`src/rtl/iec_pkg.sv`:
```
`default_nettype none
package iec_pkg;

	localparam int ADDR_BITS = 16;
	localparam int MEM_DEPTH = 1 << ADDR_BITS;
	localparam int QDEPTH = 2;

	typedef struct packed {
		logic        cmd;
		logic [15:0] load_address;
		logic [15:0] load_data;
	} in_word_t;

	typedef struct packed {
		logic [1:0]  status;
		logic [15:0] out_value;
		logic [15:0] pc_after;
	} out_word_t;

	localparam logic CMD_LOAD = 1'b0;
	localparam logic CMD_STEP = 1'b1;

	localparam logic [1:0] ST_NONE = 2'd0;
	localparam logic [1:0] ST_NEWLINE = 2'd1;
	localparam logic [1:0] ST_DECOUT = 2'd2;
	localparam logic [1:0] ST_HALT = 2'd3;

	localparam logic [3:0] OP_BR = 4'd0;
	localparam logic [3:0] OP_ADD = 4'd1;
	localparam logic [3:0] OP_LD = 4'd2;
	localparam logic [3:0] OP_ST = 4'd3;
	localparam logic [3:0] OP_BL = 4'd4;
	localparam logic [3:0] OP_AND = 4'd5;
	localparam logic [3:0] OP_LDR = 4'd6;
	localparam logic [3:0] OP_STR = 4'd7;
	localparam logic [3:0] OP_CMP = 4'd8;
	localparam logic [3:0] OP_NOT = 4'd9;
	localparam logic [3:0] OP_JMP = 4'd12;
	localparam logic [3:0] OP_MVI = 4'd13;
	localparam logic [3:0] OP_LEA = 4'd14;
	localparam logic [3:0] OP_TRAP = 4'd15;

	localparam logic [7:0] TV_HALT = 8'd0;
	localparam logic [7:0] TV_NL = 8'd1;
	localparam logic [7:0] TV_DEC = 8'd2;

	typedef enum logic [1:0] {
		EX_IDLE,
		EX_FETCH,
		EX_EXEC,
		EX_DATA
	} ex_state_t;

	function automatic logic [15:0] sext(input logic [15:0] v, input int bits);
		logic [15:0] m;
		logic [15:0] s;
		m = 16'((32'd1 << bits) - 1);
		s = 16'(32'd1 << (bits - 1));
		return ((v & m) ^ s) - s;
	endfunction

endpackage
`default_nettype wire

```
`src/rtl/iec_front.sv`:
```
`default_nettype none
module iec_front
	import iec_pkg::*;
(
	input  wire logic     clk,
	input  wire logic     arst_n,
	input  wire logic     in_valid,
	output logic          in_ready,
	input  wire in_word_t in_data,
	output logic          q_valid,
	input  wire logic     q_ready,
	output in_word_t      q_data
);

	localparam int PW = $clog2(QDEPTH);

	in_word_t         buf_q [QDEPTH];
	logic [PW-1:0]    wp_q, rp_q;
	logic [PW:0]      cnt_q;
	logic             push, pop;

	// small queue of words between front and back
	assign in_ready = (cnt_q != (PW+1)'(QDEPTH));
	assign q_valid  = (cnt_q != '0);
	assign q_data   = buf_q[rp_q];
	assign push     = in_valid && in_ready;
	assign pop      = q_valid && q_ready;

	always_ff @(posedge clk) begin
		if (push) begin
			buf_q[wp_q] <= in_data;
		end
	end

	always_ff @(posedge clk or negedge arst_n) begin
		if (!arst_n) begin
			wp_q  <= '0;
			rp_q  <= '0;
			cnt_q <= '0;
		end else begin
			if (push) wp_q <= wp_q + 1'b1;
			if (pop) rp_q <= rp_q + 1'b1;
			cnt_q <= cnt_q + (PW+1)'(push) - (PW+1)'(pop);
		end
	end

endmodule
`default_nettype wire

```
`config.mk`:
```
export PLATFORM = sky130hd
export DESIGN_NAME = iec_front
export DESIGN_NICKNAME = d
export VERILOG_FILES = /design/src/rtl/iec_pkg.sv /design/src/rtl/iec_front.sv
export SDC_FILE = /design/constraint.sdc
export NUM_CORES = 1
export LEC_CHECK = 0
export ABC_CLOCK_PERIOD_IN_PS = 2700
export BUFFER_PORTS_ARGS = -buffer_cell sky130_fd_sc_hd__buf_2
export CAP_MARGIN = 20
export CORE_AREA = 2 2 75 77
export CTS_CLUSTER_SIZE = 10
export DETAILED_ROUTE_END_ITERATION = 10
export DIE_AREA = 0 0 77 79
export PLACE_DENSITY_LB_ADDON = 0.2
export SYNTH_ARGS = -nofsm -noshare
export SYNTH_HDL_FRONTEND = slang
export SYNTH_SLANG_ARGS = --single-unit
```
`constraint.sdc`:
```
create_clock -name clk -period 2.7 [get_ports clk]
set_input_delay 0.405 -clock clk [delete_from_list [all_inputs] [get_ports clk]]
set_output_delay 0.405 -clock clk [all_outputs]
set_load 0.02 [all_outputs]
```
==> out/qor.yml <==
status: "complete, no violations"
netlist.area_leader.share: 0.7590
slew_headroom: 0.6402
synth_nets: 163
place.gp.congestion: 0.6654
layout_min_cycle_time_ns: 1.862
netlist_top_cells_area: "edfxtp_1 (76%), mux2_2 (14%), dfrtp_1 (3.8%)"
clock_latency_ns: 0.32
critPathRequiredTime_ns: 2.30
numCtsBuffers: 9
syn_area_per_cell_um2: 20.89
instances_no_fill: 286
dp_hpwl_um: 2947
synth.distinct_cells: 18
via_count: 1401
critPathKind: "reg2out"
postRouteAntennaNets: 0
fp.dieArea_um2: 6083
cp.arrival_ns: 1.46
synth_top_area_cell: "edfxtp_1"
die_w_um: 77
power_leakage_nw: 1.244
synth_seq_area_share: 0.7973
cts_tree: "built"
fin_crit_sh: 0.6895
synth-async-reset-ratio: 0.05714
ios: 72
critPathMaxFanout: 18
synth_ff_type: "edfxtp_1"
ys_seq_elements: 70
antenna_cells: 0
yosysWarnings: 0
portBuffers: 71
drv_cap: 0
totalWireLength_um: 4231
max-clock-path-buffers: 2
num_rows: 27
final_max_slew_viol_count: 0
clk_pin_slew_ns: 0.07
fmax_ghz: 0.5372
core_um2: 5338
grt_start_max_net_pins: 29
power.density_nw_per_um2: 1093
rsz0062_at_grt: "false"
setup-tns-final_ns: 0
grt_pass1_vias: 1475
postSynthCellCount: 125
end_kind: "output port"
antenna_found_initial: 0
fillers: 429
wl_per_cell_um: 14.79
cts-root-buf: "clkbuf_8"
gr-total-overflow: 0
placed_cells: 269
drc: 0
drt_iter0_markers: 63
vias_per_cell: 4.899
fin_nets: 247
area_growth_pct: 24.58
initial_core_util: 0.4892
grt_use_total: 0.1472
hold_viol_final: 0
yosys-top-cells-count: "edfxtp_1 (66), mux2_2 (33), dfrtp_1 (4)"
post_cts_buffers: 0
layout-drive-gt1-share: 0.5794
hold_path_class: "in2reg"
synth_edf_count: 66
setup_violations: 0
die-height_um: 79
worstMarginPinSlew_ns: 0.5385
start_kind: "flip-flop"
numClockSinks: 70
yosysMostFrequentCell: "edfxtp_1"
htreeDepth: 3
skew_ns: 0.004154
synth_area_um2: 2611
ir_drop_mv: 0.7002
grt_pass1_wl_um: 6665
drt_first_pass_iters: 4
## worst max-delay path: stages, from the launching register on
cell,delay (ns)
dfrtp_1,0.34
buf_4,0.25
mux2_2,0.37
buf_2,0.16
## stage by stage
stage / worst slack (ns) / util / power (mW) / cell area (um^2) / hold WS, ns
6_report: 0.8384 / 0.6095 / 3.556 / 3253 / 0.2681
5_1_grt: 0.7520 / 0.6095 / 3.745 / 3253 / 0.2477
4_1_cts: 0.8065 / 0.6095 / 3.600 / 3253 / 0.2566
3_5_place_dp: 0.9050 / 0.5738 / 2.837 / 3063 / 0.2174
3_3_place_gp: 1.031 / 0.5738 / 2.794 / 3063 / 0.2131
2_1_floorplan: 0.07617 / - / 2.470 / 2611 / 0.1094
## power breakdown
group          internal, mW  leakage [nW]  switching (mW)
registers              1.49         0.661          0.0790
clock network         0.416        0.0949           0.349
logic                 0.501         0.488           0.724
## cell usage in the layout, fill, tap and decap left out
master / n
ha_1: 1
nand2_1: 2
edfxtp_1: 66
clkbuf_1: 1
bufinv_16: 1
nand2b_1: 1
a211oi_1: 1
dlygate4sd3_1: 1
xnor2_1: 3
clkbuf_8: 9
dfrtp_1: 4
mux2_2: 33
nand3_1: 1
nor2_4: 1
clkinv_2: 3
a21bo_1: 1
a32oi_1: 1
or2_2: 1
nor2_1: 2
o21ai_0: 1
buf_4: 5
buf_2: 71
and3_1: 1
clkinv_1: 2
nor2b_1: 1
## worst paths after layout
| kind | startpoint | endpoint | slack (ns) | depth (start not counted) |
|---|---|---|---|---|
| setup / recovery | rp_q | q_data[24] | 0.84 | 3 |
| hold / removal | in_data[5] | buf_q[1][5] | 0.27 | 1 |
| setup reg to reg | cnt_q[0] | buf_q[0][21] | 0.92 | 4 |
| hold reg to reg | wp_q | wp_q | 0.55 | 1 |
| max in group asynchronous | arst_n | rp_q | 2.16 | 2 |
| min in group asynchronous | arst_n | cnt_q[1] | 0.42 | 2 |
## flip-flops by register name, summed over array words and instances, names as in the netlist
| name | cells |
|---|---|
| wp_q | 1 |
| buf_q | 66 |
| rp_q | 1 |
| cnt_q | 2 |
## repair_timing
action / 4_1_cts / 5_1_grt
gates resized for setup: 0 / 0
hold endpoints to repair: 4 / 0
hold buffers: 1 / 0
## metal layers
layer / wire, um / vias to the layer above / track usage
li1: - / 655 / -
met1: 1719 / 696 / 0.1715
met2: 2246 / 44 / 0.2553
met3: 214 / 6 / 0.04659
met4: 50 / 0 / 0.05893
met5: 0 / - / 0
## layout make-up
| cell class | count | area, um^2 | share of cell area |
|---|---|---|---|
| clock buffer | 10 | 127.6 | 0.03923 |
| clock inverter | 6 | 52.55 | 0.01615 |
| multi-input combinational | 51 | 498.0 | 0.1531 |
| sequential | 70 | 2082 | 0.6400 |
| tap | 72 | 90.09 | 0.02769 |
| timing repair buffer | 77 | 402.9 | 0.1238 |
## kinds of logic after synthesis
logic type	share of synthesized area
compound gates	0.01198
flops	0.7973
xor+xnor	0.01006
fa+ha+maj	0.004791
buf+inv	0.01485
mux	0.1423
simple gates	0.01869
Power figures use the tool's default switching activity.
